==> config.mk <==
export PLATFORM = sky130hd
export DESIGN_NAME = sensor_frame_decoder
export DESIGN_NICKNAME = d
export VERILOG_FILES = /design/src/design/sfd_pkg.sv /design/src/design/sfd_parser.sv /design/src/design/sfd_out_buf.sv /design/src/design/sensor_frame_decoder.sv
export SDC_FILE = /design/constraint.sdc
export NUM_CORES = 1
export LEC_CHECK = 0
export ABC_AREA = 1
export BUFFER_PORTS_ARGS = -buffer_cell sky130_fd_sc_hd__buf_4
export CORE_MARGIN = 2
export CORE_UTILIZATION = 55
export CTS_CLUSTER_SIZE = 10
export DETAILED_ROUTE_END_ITERATION = 10
export PLACE_DENSITY = 0.86
export SETUP_SLACK_MARGIN = 0.5
export SLEW_MARGIN = 10
export SYNTH_ARGS = -nofsm -noshare
export SYNTH_HDL_FRONTEND = slang
export SYNTH_SLANG_ARGS = --single-unit
==> constraint.sdc <==
create_clock -name clk_i -period 8 [get_ports clk_i]
set_input_delay 1.6 -clock clk_i [delete_from_list [all_inputs] [get_ports clk_i]]
set_output_delay 1.6 -clock clk_i [all_outputs]
set_load 0.005 [all_outputs]
==> src/design/sfd_pkg.sv <==
// Shared types and constants for the sensor frame decoder.
`timescale 1ns / 1ps

package sfd_pkg;

  // Frame phase, one-hot coded.
  typedef enum logic [4:0] {
    PH_CMD     = 5'b00001,
    PH_LEN_LO  = 5'b00010,
    PH_LEN_HI  = 5'b00100,
    PH_PAYLOAD = 5'b01000,
    PH_CHECK   = 5'b10000
  } sfd_phase_e;

  typedef enum logic [1:0] {
    ST_OK       = 2'd0,
    ST_BAD_SUM  = 2'd1,
    ST_ZERO_LEN = 2'd2
  } sfd_status_e;

  typedef enum logic {
    KIND_PAYLOAD = 1'b0,
    KIND_REPORT  = 1'b1
  } sfd_kind_e;

  localparam logic [7:0] NoCheckMark = 8'h88;
  localparam logic [7:0] SumBase     = 8'hAA;

  // One result as it leaves the decoder.
  typedef struct packed {
    sfd_kind_e   kind;
    logic [7:0]  data_byte;
    logic [3:0]  category;
    logic [2:0]  command;
    logic [15:0] body_len;
    sfd_status_e status;
    logic        last;
  } sfd_result_t;

endpackage

==> src/design/sfd_parser.sv <==
// Frame parser: header tracking, running checksum and result formation.
`timescale 1ns / 1ps

module sfd_parser (
  input  logic                clk_i,
  input  logic                rst_ni,
  input  logic                accept_i,
  input  logic [7:0]          in_byte_i,
  output logic                res_valid_o,
  output sfd_pkg::sfd_result_t res_o
);

  sfd_pkg::sfd_phase_e phase_q, phase_d;
  logic [7:0]  held_q, held_d;
  logic [15:0] len_q, len_d;
  logic [15:0] left_q, left_d;
  logic [7:0]  sum_q, sum_d;

  logic [15:0] len_full;
  logic [15:0] left_dec;
  logic [15:0] len_less_one;
  logic [7:0]  expected;

  assign len_full     = {in_byte_i, len_q[7:0]};
  assign left_dec     = left_q - 16'd1;
  assign len_less_one = len_q - 16'd1;
  assign expected     = sfd_pkg::SumBase - sum_q;

  always_comb begin
    phase_d     = phase_q;
    held_d      = held_q;
    len_d       = len_q;
    left_d      = left_q;
    sum_d       = sum_q;
    res_valid_o = 1'b0;
    res_o.kind        = sfd_pkg::KIND_PAYLOAD;
    res_o.data_byte   = 8'h00;
    res_o.category    = held_q[7:4];
    res_o.command     = held_q[3:1];
    res_o.body_len    = len_less_one;
    res_o.status      = sfd_pkg::ST_OK;
    res_o.last        = 1'b0;
    unique case (phase_q)
      sfd_pkg::PH_LEN_LO: begin
        len_d   = {8'h00, in_byte_i};
        sum_d   = sum_q + in_byte_i;
        phase_d = sfd_pkg::PH_LEN_HI;
      end
      sfd_pkg::PH_LEN_HI: begin
        len_d = len_full;
        sum_d = sum_q + in_byte_i;
        if (len_full == 16'd0) begin
          // No room for a checksum byte: report at once and start over.
          res_valid_o       = 1'b1;
          res_o.kind        = sfd_pkg::KIND_REPORT;
          res_o.body_len    = 16'd0;
          res_o.status      = sfd_pkg::ST_ZERO_LEN;
          res_o.last        = 1'b1;
          phase_d           = sfd_pkg::PH_CMD;
        end else begin
          left_d  = len_full - 16'd1;
          phase_d = (len_full == 16'd1) ? sfd_pkg::PH_CHECK : sfd_pkg::PH_PAYLOAD;
        end
      end
      sfd_pkg::PH_PAYLOAD: begin
        sum_d           = sum_q + in_byte_i;
        left_d          = left_dec;
        phase_d         = (left_dec == 16'd0) ? sfd_pkg::PH_CHECK : sfd_pkg::PH_PAYLOAD;
        res_valid_o     = 1'b1;
        res_o.data_byte = in_byte_i;
      end
      sfd_pkg::PH_CHECK: begin
        res_valid_o = 1'b1;
        res_o.kind  = sfd_pkg::KIND_REPORT;
        res_o.last  = 1'b1;
        res_o.status = (in_byte_i == sfd_pkg::NoCheckMark || in_byte_i == expected)
                       ? sfd_pkg::ST_OK : sfd_pkg::ST_BAD_SUM;
        phase_d     = sfd_pkg::PH_CMD;
      end
      default: begin
        held_d  = in_byte_i;
        sum_d   = in_byte_i;
        len_d   = 16'd0;
        left_d  = 16'd0;
        phase_d = sfd_pkg::PH_LEN_LO;
      end
    endcase
  end

  always_ff @(posedge clk_i or negedge rst_ni) begin
    if (!rst_ni) begin
      phase_q <= sfd_pkg::PH_CMD;
      held_q  <= 8'h00;
      len_q   <= 16'd0;
      left_q  <= 16'd0;
      sum_q   <= 8'h00;
    end else if (accept_i) begin
      phase_q <= phase_d;
      held_q  <= held_d;
      len_q   <= len_d;
      left_q  <= left_d;
      sum_q   <= sum_d;
    end
  end

endmodule

==> src/design/sfd_out_buf.sv <==
// Result register with a skid stage, so input and output stall apart.
`timescale 1ns / 1ps

module sfd_out_buf (
  input  logic                 clk_i,
  input  logic                 rst_ni,
  input  logic                 push_i,
  input  sfd_pkg::sfd_result_t push_data_i,
  output logic                 full_o,
  output logic                 out_valid_o,
  input  logic                 out_stall_i,
  output sfd_pkg::sfd_result_t out_data_o
);

  logic                 main_valid_q, main_valid_d;
  logic                 skid_valid_q, skid_valid_d;
  sfd_pkg::sfd_result_t main_q, main_d;
  sfd_pkg::sfd_result_t skid_q, skid_d;
  logic                 main_free;

  // The main register can take new data when empty or when its transfer completes.
  assign main_free = !main_valid_q || !out_stall_i;

  always_comb begin
    main_valid_d = main_valid_q;
    skid_valid_d = skid_valid_q;
    main_d       = main_q;
    skid_d       = skid_q;
    if (main_free) begin
      if (skid_valid_q) begin
        main_d       = skid_q;
        main_valid_d = 1'b1;
        skid_valid_d = 1'b0;
      end else if (push_i) begin
        main_d       = push_data_i;
        main_valid_d = 1'b1;
      end else begin
        main_valid_d = 1'b0;
      end
    end else if (push_i) begin
      skid_d       = push_data_i;
      skid_valid_d = 1'b1;
    end
  end

  always_ff @(posedge clk_i or negedge rst_ni) begin
    if (!rst_ni) begin
      main_valid_q <= 1'b0;
      skid_valid_q <= 1'b0;
    end else begin
      main_valid_q <= main_valid_d;
      skid_valid_q <= skid_valid_d;
    end
  end

  always_ff @(posedge clk_i) begin
    main_q <= main_d;
    skid_q <= skid_d;
  end

  assign full_o      = skid_valid_q;
  assign out_valid_o = main_valid_q;
  assign out_data_o  = main_q;

endmodule

==> src/design/sensor_frame_decoder.sv <==
// Top level of the sensor frame decoder.
`timescale 1ns / 1ps

// Decodes framed sensor messages one byte per transfer: a command byte, a
// little-endian 16-bit length (payload plus checksum), the payload and a
// checksum byte. Every payload byte is passed on as a result, and the checksum
// byte (or a zero length field) yields a frame end report with status. The
// decoder takes one byte per clock cycle while in_stall_o is low; each byte is
// handled in the cycle it is accepted and its result is registered in the
// result register or its skid stage. Input stall rises only when the result
// register and its skid stage both hold a result the output has not yet taken.
module sensor_frame_decoder (
  input  logic        clk_i,
  input  logic        rst_ni,
  input  logic        in_valid_i,
  output logic        in_stall_o,
  input  logic [7:0]  in_byte_i,
  output logic        out_valid_o,
  input  logic        out_stall_i,
  output logic        kind_o,
  output logic [7:0]  data_byte_o,
  output logic [3:0]  category_o,
  output logic [2:0]  command_o,
  output logic [15:0] body_len_o,
  output logic [1:0]  status_o,
  output logic        last_o
);

  logic                 accept;
  logic                 res_valid;
  logic                 buf_full;
  sfd_pkg::sfd_result_t res;
  sfd_pkg::sfd_result_t out_data;

  assign in_stall_o = buf_full;
  assign accept     = in_valid_i && !buf_full;

  sfd_parser u_parser (
    .clk_i       (clk_i),
    .rst_ni      (rst_ni),
    .accept_i    (accept),
    .in_byte_i   (in_byte_i),
    .res_valid_o (res_valid),
    .res_o       (res)
  );

  sfd_out_buf u_out_buf (
    .clk_i       (clk_i),
    .rst_ni      (rst_ni),
    .push_i      (accept && res_valid),
    .push_data_i (res),
    .full_o      (buf_full),
    .out_valid_o (out_valid_o),
    .out_stall_i (out_stall_i),
    .out_data_o  (out_data)
  );

  assign kind_o        = out_data.kind;
  assign data_byte_o   = out_data.data_byte;
  assign category_o    = out_data.category;
  assign command_o     = out_data.command;
  assign body_len_o    = out_data.body_len;
  assign status_o      = out_data.status;
  assign last_o        = out_data.last;

  // The skid stage only fills behind a waiting result.
  a_stall_needs_result: assert property (@(posedge clk_i) disable iff (!rst_ni)
    in_stall_o |-> out_valid_o)
    else $error("input stalled with no result waiting");

  // Payload byte results carry no status and never close a frame.
  a_payload_clean: assert property (@(posedge clk_i) disable iff (!rst_ni)
    (out_valid_o && kind_o == sfd_pkg::KIND_PAYLOAD) |-> (status_o == sfd_pkg::ST_OK && !last_o))
    else $error("payload byte result with status or end mark");

  // A zero length report always gives a payload length of zero.
  a_zero_len_report: assert property (@(posedge clk_i) disable iff (!rst_ni)
    (out_valid_o && status_o == sfd_pkg::ST_ZERO_LEN) |-> (body_len_o == 16'd0 && last_o))
    else $error("zero length report with non-zero payload length");

  // A stalled result must not be replaced by a newer one.
  a_out_hold: assert property (@(posedge clk_i) disable iff (!rst_ni)
    (out_valid_o && out_stall_i) |=> (out_valid_o && $stable(data_byte_o) && $stable(kind_o)))
    else $error("stalled result changed");

endmodule
==> impl_results.md, run 1 <==
- DR WL met2: 7350 µm
- Clock transition at the registers of the reported paths: 0.05 ns
- Logic depth of the worst path, buffers included: 10
- Weighted congestion at the end of routability-driven global placement: 0.984
- Dominant synthesized flop cell: edfxtp_1
- Commonest non-fill, non-tap cell in the layout: nand2_1
- Die outline width: 114 µm
- Ys async rst share: 44.3%
- Sw Share: 42.9%
- CP Launch Point: in_byte_i[4]
- Antenna viol nets, final: 0
- Routed wire length on met3: 1500 µm
- Non-filler cells, final: 977
- TritonCTS buffer count: 17
- Reg-to-reg startpoint: u_parser.phase_q[0]
- First-pass GRT wire length: 25600 µm
- Cell Int Power: 1.87 mW
- DR vias: 5547
- CP Max Fanout: 34
- Combinational group share of total power: 45.9%
- Largest incremental delay on the critical path: 0.81 ns
- Post-synth EDFFs: 68
- Vias in the first global route: 5254
- Headroom to the max-slew limit: 31.3%
- Post-Route M1 WL: 6460 µm
- Tightest Hold Check Type: reg -> reg
- Switching component of the power: 1.41 mW
- TritonCTS clock tree: yes
- Number of setup buffers added after CTS: 0
- Bufs and invs on worst path: 2
- Areal power density over the cells: 430 nW/µm²
- Required time reported for the critical path endpoint: 8.04 ns
- Worst Reg-to-Reg Cells: 7
- H-tree levels: 4
- Clock latency on the worst-skew pair: 0.42 ns
- Number of hold-repair buffers added at the cts stage: 0
- Leak Pwr: 3.42 nW
- Minimum period implied by the final worst setup slack: 3.67 ns
- Hold Crit Start: u_parser.held_q[5]
- Reg-to-reg critical path endpoint: u_out_buf.out_data_o[18]
- Vias/cell: 5.68
- Register area share after synthesis: 51.5%
- Overall track demand over capacity in global routing: 26.0%
- Dominant cell type by area after synthesis: edfxtp_1
- Number of setup violations in the final report: 0
- Number of nets produced by synthesis: 801
- Flop pwr share: 30.6%
- Vertical extent of the die: 114 µm
- Root Buffer Master: clkbuf_16
- Fraction of power consumed by the clock network: 23.5%
- Area added between synthesis and finish: 15.6%
- Core area: 11600 µm²
- Biggest area contributors in the synthesized netlist: edfxtp_1, dfrtp_1, nand2_1
- Fraction of layout instances using a drive strength above 1: 14.4%
- Iteration-0 DRC Markers: 785
- Number of antenna cells inserted: 0
- Status: complete, no violations
- Synthesized flop and latch total: 122
- Number of iterations in the first detailed-routing pass: 6
- Max-cap check violation count: 0
- Post-Route Skew: 0.00892 ns
- Sum of net half-perimeters after detailed placement: 11200 µm
- Final net count: 846
- Area of the die: 12900 µm²
- Total power draw: 3.28 mW
- Transition time of the tightest slew-check pin: 1.03 ns
- Maximum number of pins on one net before global-route repair: 55
- Clock net sink count: 122
- # rows: 39
- Proportion of netlist area held by the largest area contributor: 31.0%
- Upper clock frequency limit: 272 MHz
- Kind of end point of the critical path: flop
- Average instance area after synthesis: 8.50 µm²
- Starting utilization of the core area: 57.0%
- Critical-path cell list: buf_4, inv_2, nand2_2, nor3_2, nand3_2, nor2_8, nand2_4, a31oi_1, nor2_1, a21oi_4
- Worst reg-to-reg setup slack: 4.72 ns
- Final global-route overflow total: 0
- Post-Synthesis Cells: 776
- CP Data Arrival Time: 3.71 ns
- Share of the clock period used by the worst path after layout: 45.9%
- Detailed-route DRC error count: 0
- Setup total negative slack: 0 ns
- Maximum vdd drop: 251 µV
- Top cell family by delay on the critical path: compound AO/OA/AOI/OAI gates
- Setup crit start kind: input pin
- Critical path class: in -> reg
- Number of slew-limit violations in the final report: 0
- Count of buffers inserted at the top-level ports: 48
- Unrepaired setup endpoints after global routing: false
- Highest Signal Layer: met4
- Post-synthesis cell area: 6600 µm²
- Post-cts repair resize count: 0
- Number of buffers on the longest clock path: 2
- Cell with the biggest individual delay on the critical path: a21oi_4
- Final routed wire length divided by cell count: 16.3 µm
- Synth unique cells: 44
- IO Pins: 49
- Worst setup path end: u_out_buf.out_data_o[18]
- Antenna violations before repair: 0
- Total wirelength of the detailed-routed design: 15900 µm
- Yosys warns: 0
- Final Hold Viols: 0
- Most used cells in the layout excluding fill and tap cells: nand2_1, inv_1, nor2_1
- Count of placed standard cells including taps: 945
-- Yosys cell counts (2+ instances only) --
library cell	count
o21ai_1	7
a41oi_1	2
nor2_2	8
o21ai_0	61
xor2_1	16
nand4_2	2
nand4_1	7
o21ai_2	3
nor2_4	2
buf_6	3
nand2_1	209
nand3_1	50
buf_2	12
ha_1	12
nand2_2	5
nand2_4	4
xnor2_1	5
dfrtp_1	53
nor3_1	8
nor3_2	2
nor4_1	4
o21bai_1	2
o221ai_1	4
a21oi_1	24
o22ai_1	4
nand3_2	2
a31oi_1	6
edfxtp_1	68
nor2_8	2
inv_2	7
nor2_1	77
clkbuf_1	9
inv_1	84
nand3b_1	2
-- metal layers --
layer | global-route usage (%) | up-vias
li1 | - | 2649
met1 | 33.1 | 2539
met2 | 40.4 | 292
met3 | 8.24 | 67
met4 | 13.0 | 0
met5 | 0 | -
-- flip-flops by register name, indices dropped and copies added (netlist names) --
name and count:
u_parser.len_q 16, u_parser.left_q 16, u_parser.held_q 7, u_out_buf.out_data_o 34
u_out_buf.full_o 1, u_out_buf.skid_q 34, u_out_buf.out_valid_o 1, u_parser.sum_q 8
u_parser.phase_q 5
-- how the worst min path moves through the flow --
| stage | endpoint | slack [ns] | cells after the start |
|---|---|---|---|
| 3_3_place_gp | u_out_buf.skid_q[19] | 0.43 | 0 |
| 6_report | u_out_buf.skid_q[23] | 0.44 | 0 |
| 2_1_floorplan | u_out_buf.skid_q[19] | 0.42 | 0 |
| 3_5_place_dp | u_out_buf.skid_q[21] | 0.43 | 0 |
| 4_1_cts | u_out_buf.skid_q[23] | 0.44 | 0 |
| 5_1_grt | u_out_buf.skid_q[23] | 0.45 | 0 |
-- per-stage QoR --
step	hold slack [ns]	utilization, %	setup slack (ns)	area (µm²)
6_report	0.443	66.0	4.33	7630
5_1_grt	0.451	66.0	4.20	7630
4_1_cts	0.444	66.0	4.32	7630
3_5_place_dp	0.432	60.8	3.88	7040
3_3_place_gp	0.425	60.8	4.04	7040
2_1_floorplan	0.425	-	3.32	6600
-- area by class of cell --
type	count	area, µm²
well taps	143	179
flip-flops and latches	122	3390
clock inverters	8	120
inverters	93	353
clock buffers	24	472
repair buffers	51	383
multi-input cells	536	2730
fillers	905	3940
-- power groups by stage --
stage	combinational, mW	clock [mW]	sequential [mW]
after floorplan	1.09	0	0.985
after global placement	1.40	0	1.00
after detailed placement	1.45	0	1.01
after CTS	1.47	0.781	1.00
after global routing	1.67	0.810	1.02
final	1.50	0.770	1.00
-- kinds of logic after synthesis --
logic type | Yosys count | share of synthesized area (%)
AND/OR/NAND/NOR | 386 | 26.1
flip-flops | 122 | 51.5
buffers and inverters | 118 | 7.40
AO/OA/AOI/OAI | 116 | 9.69
XOR/XNOR | 21 | 2.79
adder cells (fa/ha/maj) | 13 | 2.58
(Power assumes the default switching activity.)
==> run 2: changes to the inputs <==
Clock period 8 ns to 3.78 ns, I/O delays scaled along.
==> run 2 against run 1 <==
Net effect: worst setup slack worse by 3.3 ns; cell count up 0.31%; total power up 110%; via count down 3.4%; critical path type is now reg -> reg; critical endpoint is now u_out_buf.out_data_o[12]; largest cell class unchanged.
==> impl_results.md, run 2 (same netlist as run 1, synthesis figures left out) <==
- Status: complete, no violations (unchanged)
- Sum of net half-perimeters after detailed placement: 11200 µm (about the same)
- Worst reg-to-reg setup slack: 1.04 ns (was 4.72 ns)
- CP Data Arrival Time: 2.82 ns (was 3.71 ns)
- Critical-path cell list: inv_1, ha_1, nand2_4, nor2_8, inv_4, nor2_8, nand2_4, a31oi_1, nor2_1, a21oi_4, buf_4 (was buf_4, inv_2, nand2_2, nor3_2, nand3_2, nor2_8, nand2_4, a31oi_1, nor2_1, a21oi_4)
- Largest incremental delay on the critical path: 0.41 ns (was 0.81 ns)
- Transition time of the tightest slew-check pin: 0.914 ns (was 1.03 ns)
- Antenna violations before repair: 0 (unchanged)
- Starting utilization of the core area: 57.0% (unchanged)
- Number of slew-limit violations in the final report: 0 (unchanged)
- TritonCTS clock tree: yes (unchanged)
- Areal power density over the cells: 885 nW/µm² (was 430 nW/µm²)
- Area of the die: 12900 µm² (unchanged)
- Total power draw: 6.72 mW (was 3.28 mW)
- Area added between synthesis and finish: 15.2% (was 15.6%)
- Area taken by flip-flops and latches: 3390 µm² (unchanged)
- Post-cts repair resize count: 0 (unchanged)
- Final net count: 849 (was 846)
- Worst Reg-to-Reg Cells: 11 (was 7)
- Bufs and invs on worst path: 3 (was 2)
- H-tree levels: 4 (unchanged)
- Number of antenna cells inserted: 0 (unchanged)
- Unrepaired setup endpoints after global routing: false (unchanged)
- Final Hold Viols: 0 (unchanged)
- # rows: 39 (unchanged)
- Root Buffer Master: clkbuf_16 (unchanged)
- Weighted congestion at the end of routability-driven global placement: 0.985 (was 0.984)
- Detailed-route DRC error count: 0 (unchanged)
- Die outline width: 114 µm (unchanged)
- Number of iterations in the first detailed-routing pass: 5 (was 6)
- Fraction of layout instances using a drive strength above 1: 15.1% (was 14.4%)
- Max-cap check violation count: 0 (unchanged)
- IO Pins: 49 (unchanged)
- Final routed wire length divided by cell count: 15.8 µm (was 16.3 µm)
- Total area of multi-input combinational cells: 2730 µm² (unchanged)
- CP Max Fanout: 33 (was 34)
- Count of buffers inserted at the top-level ports: 48 (unchanged)
- Vias/cell: 5.47 (was 5.68)
- Setup crit start kind: flop (was input pin)
- Reg-to-reg startpoint: u_parser.len_q[0] (was u_parser.phase_q[0])
- Overall track demand over capacity in global routing: 25.4% (was 26.0%)
- Post-Route Skew: 0.0112 ns (was 0.00892 ns)
- Vertical extent of the die: 114 µm (unchanged)
- First-pass GRT wire length: 25200 µm (was 25600 µm)
- Number of setup buffers added after CTS: 0 (unchanged)
- Reg-to-reg critical path endpoint: u_out_buf.out_data_o[12] (was u_out_buf.out_data_o[18])
- FILL cells: 934 (was 905)
- Most used cells in the layout excluding fill and tap cells: nand2_1, inv_1, nor2_1 (unchanged)
- Core area: 11600 µm² (unchanged)
- Headroom to the max-slew limit: 38.7% (was 31.3%)
- Leak Pwr: 3.42 nW (about the same)
- Top cell family by delay on the critical path: simple AND/OR/NAND/NOR gates (was compound AO/OA/AOI/OAI gates)
- Number of hold-repair buffers added at the cts stage: 0 (unchanged)
- Clock latency on the worst-skew pair: 0.42 ns (about the same)
- TritonCTS buffer count: 17 (unchanged)
- Required time reported for the critical path endpoint: 3.85 ns (was 8.04 ns)
- Vias in the first global route: 5061 (was 5254)
- Kind of end point of the critical path: flop (unchanged)
- Share of the clock period used by the worst path after layout: 72.6%
- Antenna viol nets, final: 0 (unchanged)
- Critical path class: reg -> reg (was in -> reg)
- DR vias: 5356 (was 5547)
- Clock net sink count: 122 (unchanged)
- Cell with the biggest individual delay on the critical path: dfrtp_1 (was a21oi_4)
- Final global-route overflow total: 0 (unchanged)
- Setup total negative slack: 0 ns (unchanged)
- Number of setup violations in the final report: 0 (unchanged)
- Number of buffers on the longest clock path: 2 (unchanged)
- Maximum number of pins on one net before global-route repair: 55 (unchanged)
- Minimum period implied by the final worst setup slack: 2.74 ns
- Upper clock frequency limit: 364 MHz
- Maximum vdd drop: 571 µV (was 251 µV)
- Tightest Hold Check Type: in -> async (was reg -> reg)
- Clock transition at the registers of the reported paths: 0.06 ns (was 0.05 ns)
- Total wirelength of the detailed-routed design: 15500 µm (was 15900 µm)
- Commonest non-fill, non-tap cell in the layout: nand2_1 (unchanged)
- Iteration-0 DRC Markers: 520 (was 785)
run 2: changes by cell type in the layout (fill, tap and decap cells not counted), sizes merged:
| cell | delta |
|---|---|
| clkinvlp | -1 |
| buf | +3 |
| clkinv | +9 |
| clkbuf | -6 |
| bufinv | -2 |
run 2: metrics by stage:
step / instances / worst slack, ns / util, % / instance area (µm²) / hold WS (ns)
after floorplan: 776 / 0.707 / - / 6600 / 0.425
after global placement: 948 / 0.958 / 61.0 / 7060 / 0.426
after detailed placement: 948 / 0.830 / 61.0 / 7060 / 0.431
after CTS: 980 / 1.06 / 65.7 / 7600 / 0.409
after global routing: 980 / 0.868 / 65.7 / 7600 / 0.453
final: 980 / 1.04 / 65.7 / 7600 / 0.389
run 2: cell type report:
| cell class | instances | area share (%) |
|---|---|---|
| Tap cell | 143 | 2.36 |
| Clock inverter | 14 | 1.42 |
| Clock buffer | 18 | 5.65 |
| Timing Repair Buffer | 54 | 5.34 |
| Multi-Input combinational cell | 536 | 35.9 |
| Sequential cell | 122 | 44.7 |
| Inverter | 93 | 4.65 |
run 2: how the worst max path moves through the flow:
stage	from	to	slack (ns)	cells after the start
finish	u_parser.len_q[0]	u_out_buf.out_data_o[12]	1.04	11
global route	u_parser.len_q[0]	u_out_buf.out_data_o[12]	0.87	11
CTS	u_parser.len_q[0]	u_out_buf.out_data_o[12]	1.06	11
detailed placement	in_byte_i[4]	u_out_buf.out_data_o[12]	0.83	11
global placement	in_byte_i[4]	u_out_buf.out_data_o[12]	0.96	11
floorplan	in_byte_i[7]	u_out_buf.out_data_o[0]	0.71	8
run 2: power by group:
part           internal, mW  switching, mW
clock                 0.890          0.587
combinational          1.02           2.10
sequential             1.88          0.247
run 2: per-layer routing:
layer	up-vias	GRT usage (%)	wire, µm
li1	2663	-	-
met1	2491	33.9	6820
met2	180	40.6	7330
met3	22	6.54	1030
met4	0	9.35	321
met5	-	0	0
run 2: worst reg2reg max path, stage by stage, from the launching register on:
cell and delay (ns):
dfrtp_1 0.41, inv_1 0.13, ha_1 0.25, nand2_4 0.11, nor2_8 0.21, inv_4 0.08
nor2_8 0.13, nand2_4 0.13, a31oi_1 0.25, nor2_1 0.14, a21oi_4 0.16, buf_4 0.39
